### config.mk
export PLATFORM = sky130hd
export DESIGN_NAME = cascaded_position_speed_pid_core
export DESIGN_NICKNAME = d
export VERILOG_FILES = /design/src/cpsp_pkg.sv /design/src/cpsp_cfg.sv /design/src/cpsp_mac.sv /design/src/cascaded_position_speed_pid_core.sv
export SDC_FILE = /design/constraint.sdc
export NUM_CORES = 2
export LEC_CHECK = 0
export ABC_AREA = 1
export BUFFER_PORTS_ARGS = -buffer_cell sky130_fd_sc_hd__buf_4
export CORE_UTILIZATION = 50
export DETAILED_ROUTE_END_ITERATION = 12
export HOLD_SLACK_MARGIN = 0.08
export PLACE_DENSITY = 0.66
export SYNTH_ARGS = -nofsm -noshare
export SYNTH_HDL_FRONTEND = slang
export SYNTH_SLANG_ARGS = --single-unit
### constraint.sdc
create_clock -name clk_i -period 11.8 [get_ports clk_i]
set_clock_uncertainty 0.15 [all_clocks]
set_input_delay 0.59 -clock clk_i [delete_from_list [all_inputs] [get_ports clk_i]]
set_output_delay 0.59 -clock clk_i [all_outputs]
set_load 0.02 [all_outputs]
### src/cpsp_pkg.sv
// Shared types and constants for the cascaded position/speed PID core.
package cpsp_pkg;

  localparam int unsigned INTEGRAL_WIDTH_DEF = 40;

  localparam int unsigned DATA_W    = 32;  // Q16.16 samples
  localparam int unsigned ERR_W     = 33;  // exact difference of two samples
  localparam int unsigned GAIN_W    = 16;  // unsigned Q8.8 gains
  localparam int unsigned LIMIT_W   = 31;  // unsigned Q15.16 clamps
  localparam int unsigned OP_W      = 34;  // multiplier data operand
  localparam int unsigned PROD_W    = GAIN_W + 1 + OP_W;
  localparam int unsigned CFG_IDX_W = 3;
  localparam int unsigned HI_SHIFT  = 32;  // weight of the upper integral chunk

  // register indexes of the configuration port
  localparam logic [CFG_IDX_W-1:0] CFG_POS_KP    = 3'd0;
  localparam logic [CFG_IDX_W-1:0] CFG_POS_KI    = 3'd1;
  localparam logic [CFG_IDX_W-1:0] CFG_POS_KD    = 3'd2;
  localparam logic [CFG_IDX_W-1:0] CFG_POS_LIMIT = 3'd3;
  localparam logic [CFG_IDX_W-1:0] CFG_SPD_KP    = 3'd4;
  localparam logic [CFG_IDX_W-1:0] CFG_SPD_KI    = 3'd5;
  localparam logic [CFG_IDX_W-1:0] CFG_SPD_KD    = 3'd6;
  localparam logic [CFG_IDX_W-1:0] CFG_SPD_LIMIT = 3'd7;

  typedef struct packed {
    logic [GAIN_W-1:0]  pos_kp;
    logic [GAIN_W-1:0]  pos_ki;
    logic [GAIN_W-1:0]  pos_kd;
    logic [LIMIT_W-1:0] pos_limit;
    logic [GAIN_W-1:0]  spd_kp;
    logic [GAIN_W-1:0]  spd_ki;
    logic [GAIN_W-1:0]  spd_kd;
    logic [LIMIT_W-1:0] spd_limit;
  } cfg_t;

  // sequencer to multiply-accumulate unit
  typedef struct packed {
    logic clr;       // zero the accumulator
    logic issue;     // start a product this cycle
    logic shift_hi;  // product belongs to the upper integral chunk
  } mac_ctrl_t;

endpackage

### src/cpsp_cfg.sv
// Configuration register file of the PID core.
module cpsp_cfg (
  input  logic                           clk_i,
  input  logic                           rst_ni,
  input  logic                           cfg_we_i,
  input  logic [cpsp_pkg::CFG_IDX_W-1:0] cfg_idx_i,
  input  logic [cpsp_pkg::LIMIT_W-1:0]   cfg_wdata_i,
  output cpsp_pkg::cfg_t                 cfg_o
);

  cpsp_pkg::cfg_t cfg_q;
  logic [cpsp_pkg::GAIN_W-1:0] gain_d;

  assign gain_d = cfg_wdata_i[cpsp_pkg::GAIN_W-1:0];

  always_ff @(posedge clk_i or negedge rst_ni) begin
    if (!rst_ni) begin
      cfg_q <= '0;
    end else if (cfg_we_i) begin
      case (cfg_idx_i)
        cpsp_pkg::CFG_POS_KP:    cfg_q.pos_kp    <= gain_d;
        cpsp_pkg::CFG_POS_KI:    cfg_q.pos_ki    <= gain_d;
        cpsp_pkg::CFG_POS_KD:    cfg_q.pos_kd    <= gain_d;
        cpsp_pkg::CFG_POS_LIMIT: cfg_q.pos_limit <= cfg_wdata_i;
        cpsp_pkg::CFG_SPD_KP:    cfg_q.spd_kp    <= gain_d;
        cpsp_pkg::CFG_SPD_KI:    cfg_q.spd_ki    <= gain_d;
        cpsp_pkg::CFG_SPD_KD:    cfg_q.spd_kd    <= gain_d;
        cpsp_pkg::CFG_SPD_LIMIT: cfg_q.spd_limit <= cfg_wdata_i;
        default: ;
      endcase
    end
  end

  assign cfg_o = cfg_q;

endmodule

### src/cpsp_mac.sv
// Shared gain multiplier with registered product and wide accumulator.
module cpsp_mac #(
  parameter int unsigned INTEGRAL_WIDTH = cpsp_pkg::INTEGRAL_WIDTH_DEF
) (
  input  logic                             clk_i,
  input  logic                             rst_ni,
  input  cpsp_pkg::mac_ctrl_t              ctrl_i,
  input  logic [cpsp_pkg::GAIN_W-1:0]      gain_i,
  input  logic signed [cpsp_pkg::OP_W-1:0] op_i,
  output logic signed [INTEGRAL_WIDTH+18:0] acc_o
);

  localparam int unsigned ACC_W  = INTEGRAL_WIDTH + 19;
  localparam int unsigned PROD_W = cpsp_pkg::PROD_W;

  logic signed [PROD_W-1:0] prod_d;
  logic signed [PROD_W-1:0] prod_q;
  logic                     pvld_q;
  logic                     psh_q;
  logic signed [ACC_W-1:0]  addend_d;
  logic signed [ACC_W-1:0]  acc_q;

  assign prod_d = $signed({1'b0, gain_i}) * op_i;

  always_comb begin
    addend_d = {{(ACC_W-PROD_W){prod_q[PROD_W-1]}}, prod_q};
    if (psh_q) begin
      addend_d = addend_d <<< cpsp_pkg::HI_SHIFT;
    end
  end

  always_ff @(posedge clk_i or negedge rst_ni) begin
    if (!rst_ni) begin
      pvld_q <= 1'b0;
      acc_q  <= '0;
    end else begin
      pvld_q <= ctrl_i.issue;
      if (ctrl_i.clr) begin
        acc_q <= '0;
      end else if (pvld_q) begin
        acc_q <= acc_q + addend_d;
      end
    end
  end

  always_ff @(posedge clk_i) begin
    if (ctrl_i.issue) begin
      prod_q <= prod_d;
      psh_q  <= ctrl_i.shift_hi;
    end
  end

  assign acc_o = acc_q;

  // a clear never collides with a pending product
  assert property (@(posedge clk_i) disable iff (!rst_ni) ctrl_i.clr |-> !pvld_q)
    else $error("accumulator clear while product pending");
  assert property (@(posedge clk_i) disable iff (!rst_ni) ctrl_i.clr |=> acc_q == '0)
    else $error("accumulator not zero after clear");
  assert property (@(posedge clk_i) disable iff (!rst_ni)
                   (!ctrl_i.clr && !pvld_q) |=> $stable(acc_q))
    else $error("accumulator moved without a product");

endmodule

### src/cascaded_position_speed_pid_core.sv
// Top level of the cascaded position/speed PID servo core.
// Usage:
//   One transaction on the s_axis side is one control tick. tuser selects the
//   mode: 0 runs the speed loop alone on target, 1 first runs the position
//   loop on target - angle_fdb and feeds its clamped output to the speed loop.
//   Each tick yields one transaction on the m_axis side carrying the clamped
//   drive value and the speed reference used. Gains and limits are written on
//   the cfg port while no tick is in flight.
// Sequencing:
//   A single 17x34 multiplier is shared by all products under a small
//   sequencer; four products per loop, one issued per cycle.
//   s_axis_tready is high only while the sequencer waits for a tick.
// Reset:
//   Gains, limits, integral, error history and the accumulated output all
//   clear to zero; no result is pending.
// Stall:
//   The result sits in an output register, so a new tick is taken while the
//   receiver stalls; a second result waits in the last step until it drains.
module cascaded_position_speed_pid_core #(
  parameter int unsigned INTEGRAL_WIDTH = cpsp_pkg::INTEGRAL_WIDTH_DEF
) (
  input  logic                           clk_i,
  input  logic                           rst_ni,
  // slave side: tdata = {speed_fdb, angle_fdb, target}, highest first
  input  logic                           s_axis_tvalid,
  output logic                           s_axis_tready,
  input  logic [95:0]                    s_axis_tdata,   // target, angle_fdb, speed_fdb
  input  logic                           s_axis_tuser,   // func
  // master side
  output logic                           m_axis_tvalid,
  input  logic                           m_axis_tready,
  output logic [63:0]                    m_axis_tdata,   // drive, speed_ref
  // configuration write port
  input  logic                           cfg_we_i,
  input  logic [cpsp_pkg::CFG_IDX_W-1:0] cfg_idx_i,
  input  logic [cpsp_pkg::LIMIT_W-1:0]   cfg_wdata_i
);

  localparam int unsigned IW    = INTEGRAL_WIDTH;
  localparam int unsigned ACC_W = IW + 19;      // exact sum of the four products of a loop
  localparam int unsigned SH_W  = ACC_W - 8;    // sum after the Q8.8 shift
  localparam int unsigned CW    = ACC_W - 7;    // clamp input, one guard bit
  localparam int unsigned DW    = cpsp_pkg::DATA_W;
  localparam int unsigned EW    = cpsp_pkg::ERR_W;
  localparam int unsigned OW    = cpsp_pkg::OP_W;
  localparam int unsigned LW    = cpsp_pkg::LIMIT_W;

  typedef enum logic [3:0] {
    ST_IDLE, ST_PERR, ST_PMUL, ST_PDRAIN, ST_PCLAMP,
    ST_SERR, ST_SMUL, ST_SDRAIN, ST_SOUT
  } state_e;

  cpsp_pkg::cfg_t      cfg;
  cpsp_pkg::mac_ctrl_t mac_ctrl;

  state_e state_q;
  logic [1:0] mul_idx_q;
  logic       m_valid_q;

  // loop state
  logic signed [IW-1:0] int_q;
  logic signed [EW-1:0] pos_last_q;
  logic signed [EW-1:0] spd_last_q;
  logic signed [EW-1:0] spd_before_q;
  logic signed [DW-1:0] out_acc_q;

  // per-tick working registers
  logic signed [DW-1:0] target_q, angle_q, speed_q, sref_q;
  logic signed [EW-1:0] err_q;
  logic signed [OW-1:0] dif_q, dif2_q;
  logic [63:0]          m_data_q;

  logic in_fire, out_free;
  assign in_fire  = s_axis_tvalid && s_axis_tready;
  assign out_free = !m_valid_q || m_axis_tready;

  cpsp_cfg u_cfg (
    .clk_i      (clk_i),
    .rst_ni     (rst_ni),
    .cfg_we_i   (cfg_we_i),
    .cfg_idx_i  (cfg_idx_i),
    .cfg_wdata_i(cfg_wdata_i),
    .cfg_o      (cfg)
  );

  // error terms
  logic signed [EW-1:0] perr_d, serr_d;
  logic signed [IW:0]   int_sum;
  logic signed [IW-1:0] int_d;
  logic signed [OW-1:0] pdif_d, sdif_d, sdif2_d;

  assign perr_d  = {target_q[DW-1], target_q} - {angle_q[DW-1], angle_q};
  assign serr_d  = {sref_q[DW-1], sref_q} - {speed_q[DW-1], speed_q};
  assign pdif_d  = {perr_d[EW-1], perr_d} - {pos_last_q[EW-1], pos_last_q};
  assign sdif_d  = {serr_d[EW-1], serr_d} - {spd_last_q[EW-1], spd_last_q};
  assign sdif2_d = {spd_before_q[EW-1], spd_before_q} - {spd_last_q[EW-1], spd_last_q};

  // integral saturates at the signed IW-bit range
  assign int_sum = {int_q[IW-1], int_q} + {{(IW+1-EW){perr_d[EW-1]}}, perr_d};
  always_comb begin
    int_d = int_sum[IW-1:0];
    if (int_sum[IW] != int_sum[IW-1]) begin
      int_d = int_sum[IW] ? {1'b1, {(IW-1){1'b0}}} : {1'b0, {(IW-1){1'b1}}};
    end
  end

  // operand select for the shared multiplier
  logic [cpsp_pkg::GAIN_W-1:0] mac_gain;
  logic signed [OW-1:0]        mac_op;
  logic signed [ACC_W-1:0]     acc;

  always_comb begin
    mac_ctrl          = '0;
    mac_ctrl.clr      = (state_q == ST_PERR) || (state_q == ST_SERR);
    mac_ctrl.issue    = (state_q == ST_PMUL) || (state_q == ST_SMUL);
    mac_gain          = cfg.spd_kd;
    mac_op            = dif2_q;
    if (state_q == ST_PMUL) begin
      case (mul_idx_q)
        2'd0: begin
          mac_gain = cfg.pos_kp;
          mac_op   = {err_q[EW-1], err_q};
        end
        2'd1: begin
          // lower integral chunk, unsigned
          mac_gain = cfg.pos_ki;
          mac_op   = {{(OW-32){1'b0}}, int_q[31:0]};
        end
        2'd2: begin
          // upper integral chunk, signed, weighted by 2^32
          mac_gain          = cfg.pos_ki;
          mac_op            = {{(OW-(IW-32)){int_q[IW-1]}}, int_q[IW-1:32]};
          mac_ctrl.shift_hi = 1'b1;
        end
        default: begin
          mac_gain = cfg.pos_kd;
          mac_op   = dif_q;
        end
      endcase
    end else begin
      case (mul_idx_q)
        2'd0: begin
          mac_gain = cfg.spd_kp;
          mac_op   = dif_q;
        end
        2'd1: begin
          mac_gain = cfg.spd_ki;
          mac_op   = {err_q[EW-1], err_q};
        end
        2'd2: begin
          mac_gain = cfg.spd_kd;
          mac_op   = dif_q;
        end
        default: begin
          // kd * (e - 2 last + before) split as kd*(e-last) + kd*(before-last)
          mac_gain = cfg.spd_kd;
          mac_op   = dif2_q;
        end
      endcase
    end
  end

  cpsp_mac #(
    .INTEGRAL_WIDTH(INTEGRAL_WIDTH)
  ) u_mac (
    .clk_i (clk_i),
    .rst_ni(rst_ni),
    .ctrl_i(mac_ctrl),
    .gain_i(mac_gain),
    .op_i  (mac_op),
    .acc_o (acc)
  );

  // shared clamp: floor shift by 8, optional add of the held output, +-limit
  logic signed [SH_W-1:0] shr_d;
  logic signed [CW-1:0]   cl_in, cl_lim, cl_out;

  assign shr_d = acc[ACC_W-1:8];

  always_comb begin
    if (state_q == ST_SOUT) begin
      cl_in  = {{(CW-DW){out_acc_q[DW-1]}}, out_acc_q} + {shr_d[SH_W-1], shr_d};
      cl_lim = {{(CW-LW){1'b0}}, cfg.spd_limit};
    end else begin
      cl_in  = {shr_d[SH_W-1], shr_d};
      cl_lim = {{(CW-LW){1'b0}}, cfg.pos_limit};
    end
    cl_out = cl_in;
    if (cl_in > cl_lim) begin
      cl_out = cl_lim;
    end else if (cl_in < -cl_lim) begin
      cl_out = -cl_lim;
    end
  end

  // sequencer, loop state and output valid
  always_ff @(posedge clk_i or negedge rst_ni) begin
    if (!rst_ni) begin
      state_q      <= ST_IDLE;
      mul_idx_q    <= '0;
      m_valid_q    <= 1'b0;
      int_q        <= '0;
      pos_last_q   <= '0;
      spd_last_q   <= '0;
      spd_before_q <= '0;
      out_acc_q    <= '0;
    end else begin
      // the last step reloads the output register itself
      if (m_valid_q && m_axis_tready && (state_q != ST_SOUT)) begin
        m_valid_q <= 1'b0;
      end
      case (state_q)
        ST_IDLE: begin
          if (in_fire) begin
            state_q <= s_axis_tuser ? ST_PERR : ST_SERR;
          end
        end
        ST_PERR: begin
          int_q      <= int_d;
          pos_last_q <= perr_d;
          state_q    <= ST_PMUL;
        end
        ST_PMUL: begin
          mul_idx_q <= mul_idx_q + 2'd1;
          if (mul_idx_q == 2'd3) begin
            state_q <= ST_PDRAIN;
          end
        end
        ST_PDRAIN: state_q <= ST_PCLAMP;
        ST_PCLAMP: state_q <= ST_SERR;
        ST_SERR: begin
          spd_before_q <= spd_last_q;
          spd_last_q   <= serr_d;
          state_q      <= ST_SMUL;
        end
        ST_SMUL: begin
          mul_idx_q <= mul_idx_q + 2'd1;
          if (mul_idx_q == 2'd3) begin
            state_q <= ST_SDRAIN;
          end
        end
        ST_SDRAIN: state_q <= ST_SOUT;
        ST_SOUT: begin
          if (out_free) begin
            out_acc_q <= cl_out[DW-1:0];
            m_valid_q <= 1'b1;
            state_q   <= ST_IDLE;
          end
        end
        default: state_q <= ST_IDLE;
      endcase
    end
  end

  // working registers, no reset needed
  always_ff @(posedge clk_i) begin
    if (in_fire) begin
      target_q <= s_axis_tdata[31:0];
      angle_q  <= s_axis_tdata[63:32];
      speed_q  <= s_axis_tdata[95:64];
      sref_q   <= s_axis_tdata[31:0];  // speed mode uses target directly
    end
    if (state_q == ST_PERR) begin
      err_q <= perr_d;
      dif_q <= pdif_d;
    end
    if (state_q == ST_PCLAMP) begin
      sref_q <= cl_out[DW-1:0];
    end
    if (state_q == ST_SERR) begin
      err_q  <= serr_d;
      dif_q  <= sdif_d;
      dif2_q <= sdif2_d;
    end
    if ((state_q == ST_SOUT) && out_free) begin
      m_data_q <= {sref_q, cl_out[DW-1:0]};
    end
  end

  assign s_axis_tready = (state_q == ST_IDLE);
  assign m_axis_tvalid = m_valid_q;
  assign m_axis_tdata  = m_data_q;

  assert property (@(posedge clk_i) disable iff (!rst_ni) in_fire |=> !s_axis_tready)
    else $error("second tick taken while one is in flight");
  assert property (@(posedge clk_i) disable iff (!rst_ni)
                   (state_q != ST_PMUL && state_q != ST_SMUL) |-> mul_idx_q == 2'd0)
    else $error("product counter left running outside a multiply phase");
  assert property (@(posedge clk_i) disable iff (!rst_ni)
                   (state_q == ST_SOUT && out_free) |=> (m_valid_q && state_q == ST_IDLE))
    else $error("result not presented after final step");

endmodule

Yosys cells after proc, flatten, opt, wreduce, memory -nomap -nowiden
Index checks and enable logic that the tools add are counted.
{ "word_totals": {"ff_bits": 741, "inputBits": 136, "elab_cells": 123, "output_inout_bits": 66} }
{ "classes": {"muxes": 31, "n_reduce_logical": 27, "add_sub_neg": 10, "order_cmp": 2, "eq_ne": 24, "multipliers": 1} }
{ "op_table": {"columns": ["op", "n"], "rows": [
  ["59-bit two-way mux", 3],
  ["32-bit two-way mux", 4],
  ["34-bit two-way mux", 3],
  ["34-bit one-hot mux with 3 select lines", 1],
  ["33-bit by 33-bit subtractor with 34-bit output", 3],
  ["40-bit two-way mux", 2],
  ["34-bit one-hot mux with 2 select lines", 1],
  ["33-bit two-way mux", 2],
  ["32-bit by 32-bit subtractor with 33-bit output", 2],
  ["16-bit one-hot mux with 2 select lines", 2],
  ["59-bit adder", 1],
  ["32-bit by 51-bit adder with 52-bit output", 1],
  ["52-bit by 32-bit > comparator with 1-bit output", 1],
  ["52-bit < comparator", 1],
  ["52-bit two-way mux", 1],
  ["31-bit negation with 52-bit output", 1],
  ["17-bit by 34-bit multiplier with 51-bit output", 1],
  ["40-bit by 33-bit adder with 41-bit output", 1],
  ["4-bit one-hot mux with 9 select lines", 1],
  ["31-bit two-way mux", 1],
  ["2-bit AND reduction", 9],
  ["4-bit by 3-bit equality test with 1-bit output (second input constant)", 4],
  ["16-bit two-way mux", 1],
  ["4-bit two-way mux", 4],
  ["24 further kinds", 44]
]} }

Longest topological paths before layout
{ "depth": {"word_depth": 7, "mapped_depth": 40} }

Hierarchy
A second synthesis with hierarchy kept.
{ "hier_totals": {"hier_cells": 9901, "hier_area_um2": 73226.5} }
{ "by_module_without_submodules": {"columns": ["module", "area_per_inst_um2", "instances", "cells_per_inst", "seq_area_each_um2"], "rows": [
  ["cascaded_position_speed_pid_core", 37128.1, 1, 4914, 13252.7],
  ["cpsp_mac", 29940.0, 1, 4280, 3062.9],
  ["cpsp_cfg", 6158.4, 1, 707, 3953.8]
]} }

Worst setup path after synthesis
Ideal clock, no wire load.
{ "synth_timing": {"path_type": "reg-to-reg", "start": "register state_q[3]", "end": "register u_mac.prod_q[50], data pin", "period_less_slack_ns": 9.859, "stages_incl_launch_ff": 32, "n_path_buf": 3, "arrival_ns": 9.445, "path_slack_ns": 1.941, "setup_time_ns": 0.264, "cell_sequence": "dfrtp_1 nor2_1 inv_1 nor2_1 inv_1 nor2_1 buf_2 clkbuf_1 o21ai_0 o21ai_1 buf_2 nand2_1 fa_1 inv_1 fa_1 fa_1 fa_1 fa_1 inv_1 fa_1 inv_1 ha_1 nand2_1 nor2_1 inv_1 nor2_1 inv_1 nor4_1 nand2_1 o211ai_1 a31oi_1 xor2_1"} }
{ "synth_between": {"elab_chain_cells": 3} }
{ "synth_rtl": {"columns": ["item", "line_no", "text"], "rows": [
  ["from (decl)", "cascaded_position_speed_pid_core.sv:56", "state_e state_q;"],
  ["from (signal assigned)", "cascaded_position_speed_pid_core.sv:215", "state_q <= s_axis_tuser ? ST_PERR : ST_SERR;"],
  ["4-bit by 2-bit equality test with 1-bit output (*)", "cascaded_position_speed_pid_core.sv:118", "if (state_q == ST_PMUL) begin"],
  ["16-bit two-way mux / 34-bit two-way mux (equally long branches)", "cascaded_position_speed_pid_core.sv:118", null],
  ["17-bit by 34-bit multiplier with 51-bit output (*)", "cpsp_mac.sv:23", "assign prod_d = $signed({1'b0, gain_i}) * op_i;"],
  ["net u_mac.prod_d[50]", "cpsp_mac.sv:16", "logic signed [PROD_W-1:0] prod_d;"],
  ["to (signal assigned)", "cpsp_mac.sv:48", "prod_q <= prod_d;"],
  ["to (decl)", "cpsp_mac.sv:17", "logic signed [PROD_W-1:0] prod_q;"]
]} }
Mark *: on every way through the listed nets, which the timed path passes. The rest lies on a longest branch.
A chain may end at the register's enable or synchronous reset.

Worst setup path in the final report
{ "layout_timing": {"start": "register mul_idx_q[0]", "end": "register u_mac.prod_q[50], data pin"} }
{ "layout_between": {"elab_chain_cells": 5} }
{ "layout_rtl": {"columns": ["item", "line_no", "text"], "rows": [
  ["from (decl)", "cascaded_position_speed_pid_core.sv:57", "logic [1:0] mul_idx_q;"],
  ["from (signal assigned)", "cascaded_position_speed_pid_core.sv:224", "mul_idx_q <= mul_idx_q + 2'd1;"],
  ["from (signal assigned)", "cascaded_position_speed_pid_core.sv:237", "mul_idx_q <= mul_idx_q + 2'd1;"],
  ["2-bit equality test (tied with other cells)", "cascaded_position_speed_pid_core.sv:119, cascaded_position_speed_pid_core.sv:141", null],
  ["2-bit OR reduction (no line)", null, null],
  ["16-bit one-hot mux with 2 select lines / 34-bit one-hot mux with 2 select lines (equally long branches)", "cascaded_position_speed_pid_core.sv:119, cascaded_position_speed_pid_core.sv:141", null],
  ["16-bit two-way mux / 34-bit two-way mux (equally long branches)", "cascaded_position_speed_pid_core.sv:118", null],
  ["17-bit by 34-bit multiplier with 51-bit output (*)", "cpsp_mac.sv:23", null],
  ["net u_mac.prod_d[50]", "cpsp_mac.sv:16", null]
]} }
Marked as above.

==> results.toml <==
[worst_setup_path]
critical_path_class = "flip-flop to flip-flop"
crit_required_ns = 12.03
r2r_setup_slack_ns = 2.01
cpPeakStageDelay_ns = 0.81
cp_slowest_cell = "o21ai_1"
crit_fanout = 35
crit_top_cell = "inv_1"
worst_setup_path_start_kind = "flip-flop"
endpoint_kind = "flip-flop"
cp.arrival_ns = 10.02

[clock_network]
clkSinkCount = 741
cts_made_buffers = 86
cts_resized = 0
cts_setup_buffers = 0
clkSlewWorstSetupHoldPaths_ns = 0.06
cts_max_level = 3
cts_buffer_depth = 3
clk_latency_ns = 0.73
cts_root_buf = "clkbuf_16"
tritoncts = "done"
ctsHoldBuffers = 117

[layout]
nets = 10600
utilization_pct = 56.2
areaGrowthSynthToFinish_pct = 11.2
fillers = 13200
drive_gt1_share_pct = 6.25

[logic_synthesis]
yosys.area.top_type_share_pct = 14.8
syn-num-nets = 10400
async_flop_share_pct = 53.4
synth.avg_cell_area_um2 = 7.72
synth-edff-count = 345
ys_seq_area_share_pct = 28.6
synth.distinct_cells = 70
ys_ff_latch = 741
synth_largest_area_cell = "fa_1"
syn_inst = 9173
synthFlopType = "dfrtp_1"
synth.area.top_cells = "fa_1 (15%), edfxtp_1 (15%), dfrtp_1 (14%)"
synth_commonest_cells = "nand2_1 (2311), inv_1 (1640), o21ai_0 (679)"
yosys_warnings = 0
synthesis.area_um2 = 70800
synth.most_common_cell = "nand2_1"

[die]
rows = 137
start_util_pct = 50.6
die_height_um = 378
dieArea_um2 = 143000
core_um2 = 140000
die_x_um = 378
io_pins = 202

[global_routing]
grt_pass1_wl_mm = 376
grt_pass1_vias = 62700
grt_util_all_layers_pct = 34.7
gr-total-overflow = 0
antenna_found_initial = 4
grt_max_degree = 148

[routing]
avgRoutedWirePerCell_um = 21.7
drtPass1Iterations = 6
finalWirelength_mm = 247
viasPerCell = 5.58
route.detailed.drc = 0
drt_iter0_drc = 5966
vias = 63500
postRouteAntennaNets = 0

[timing]
setup_tns_ns = 0
rsz0062_at_grt = "false"
min_period_over_period_pct = 83.0
timing.final.hold_violations = 0
min_period_ns = 9.79
worst_slew_pin_slew_ns = 1.28
relSlewSlack_pct = 14.6
slew_violations = 0
timing.fmax_mhz = 102
finalSetupViolCount = 0
whs_ns = 0.134

[run_status]
status = "completed"

[hold_path]
hold_path.class = "input port to flip-flop"

[place]
portBuffers = 201
hpwl_mm = 195
routabilityCongestion = 1.02

[flow_run]
cap_violations = 0
-- metrics by stage --
step | setup slack (ns) | cell area, um2 | cells
floorplan | 1.94 | 70800 | 9173
global placement | 2.23 | 74600 | 11100
detailed placement | 2.09 | 74600 | 11100
CTS | 1.99 | 78800 | 11400
global route | 1.45 | 78800 | 11400
finish | 2.01 | 78800 | 11400
-- worst max-delay path, delay by kind of cell, from the launching register on --
kind / cells / cell delay [ns]
fa+ha+maj: 8 / 4.19
xor+xnor: 1 / 0.18
simple gates: 6 / 1.60
buf+inv: 11 / 1.36
flops: 1 / 0.42
compound gates: 4 / 1.52
-- cells in the final DEF (no fill, tap or decap), types with 14 or more instances in the layout --
master / synthesis / routed
a21o_1: 31 / 31
a21oi_1: 631 / 631
a221oi_1: 46 / 46
a22o_1: 25 / 25
a22oi_1: 33 / 33
a31oi_1: 57 / 57
and2_1: 21 / 21
buf_4: 5 / 320
clkbuf_1: 196 / 14
clkbuf_16: 0 / 89
clkinv_1: 8 / 16
clkinv_2: 0 / 14
dfrtp_1: 396 / 396
dlygate4sd3_1: 0 / 117
edfxtp_1: 345 / 345
fa_1: 525 / 525
ha_1: 520 / 518
inv_1: 1640 / 1638
inv_2: 13 / 14
nand2_1: 2311 / 2310
nand3_1: 216 / 215
nand4_1: 45 / 45
nor2_1: 665 / 658
nor3_1: 58 / 57
nor4_1: 21 / 21
o211ai_1: 43 / 43
o21a_1: 36 / 36
o21ai_0: 679 / 676
o21ai_1: 65 / 65
o21ai_4: 13 / 14
o21bai_1: 26 / 26
or2_1: 17 / 17
or2_2: 18 / 18
xnor2_1: 91 / 90
xor2_1: 156 / 154
-- flip-flops by register name, indices dropped and copies added, names as in the netlist, 34 cells and up --
signal,flops
dif2_q,34
dif_q,34
int_q,40
m_axis_tdata,64
u_cfg.cfg_o,158
u_mac.acc_o,59
u_mac.prod_q,51
-- path summary, 6_finish.rpt --
kind,start,endpoint,cells past startpoint
max in group asynchronous,rst_ni,u_mac.acc_o[47],4
min reg2reg,sref_q[6],m_axis_tdata[38],0
min,cfg_wdata_i[11],u_cfg.cfg_o[11],3
max,mul_idx_q[0],u_mac.prod_q[50],30
max reg2reg,mul_idx_q[0],u_mac.prod_q[50],30
min in group asynchronous,rst_ni,spd_before_q[32],2
-- cell type report --
| class | count | area (um2) | share of cell area [%] |
|---|---|---|---|
| sequential | 741 | 20300 | 25.7 |
| tap | 1876 | 2350 | 2.98 |
| inverter | 1663 | 6250 | 7.93 |
| antenna | 5 | 12.5 | 0.0159 |
| clock inverter | 49 | 593 | 0.753 |
| multi-input combinational | 6505 | 43300 | 54.9 |
| timing repair buffer | 439 | 3610 | 4.58 |
| clock buffer | 113 | 2420 | 3.07 |
-- per-layer routing --
layer | global-route usage (%) | vias up | part of all wire [%]
li1 | - | 29900 | -
met1 | 44.8 | 30500 | 41
met4 | 18.3 | 0 | 6.2
met5 | 0 | - | 0
met2 | 55.8 | 2595 | 45
met3 | 5.64 | 568 | 7.7
-- cells by family after synthesis --
logic type / share of synthesized area (%)
compound gates: 14.2
xor+xnor: 3.08
fa+ha+maj: 24.0
buf+inv: 10.4
flops: 28.6
mux: 0.0141
simple gates: 19.6
Power is not shown: default switching activity piles up to over one toggle a cycle in this logic, so the estimate is an artifact.
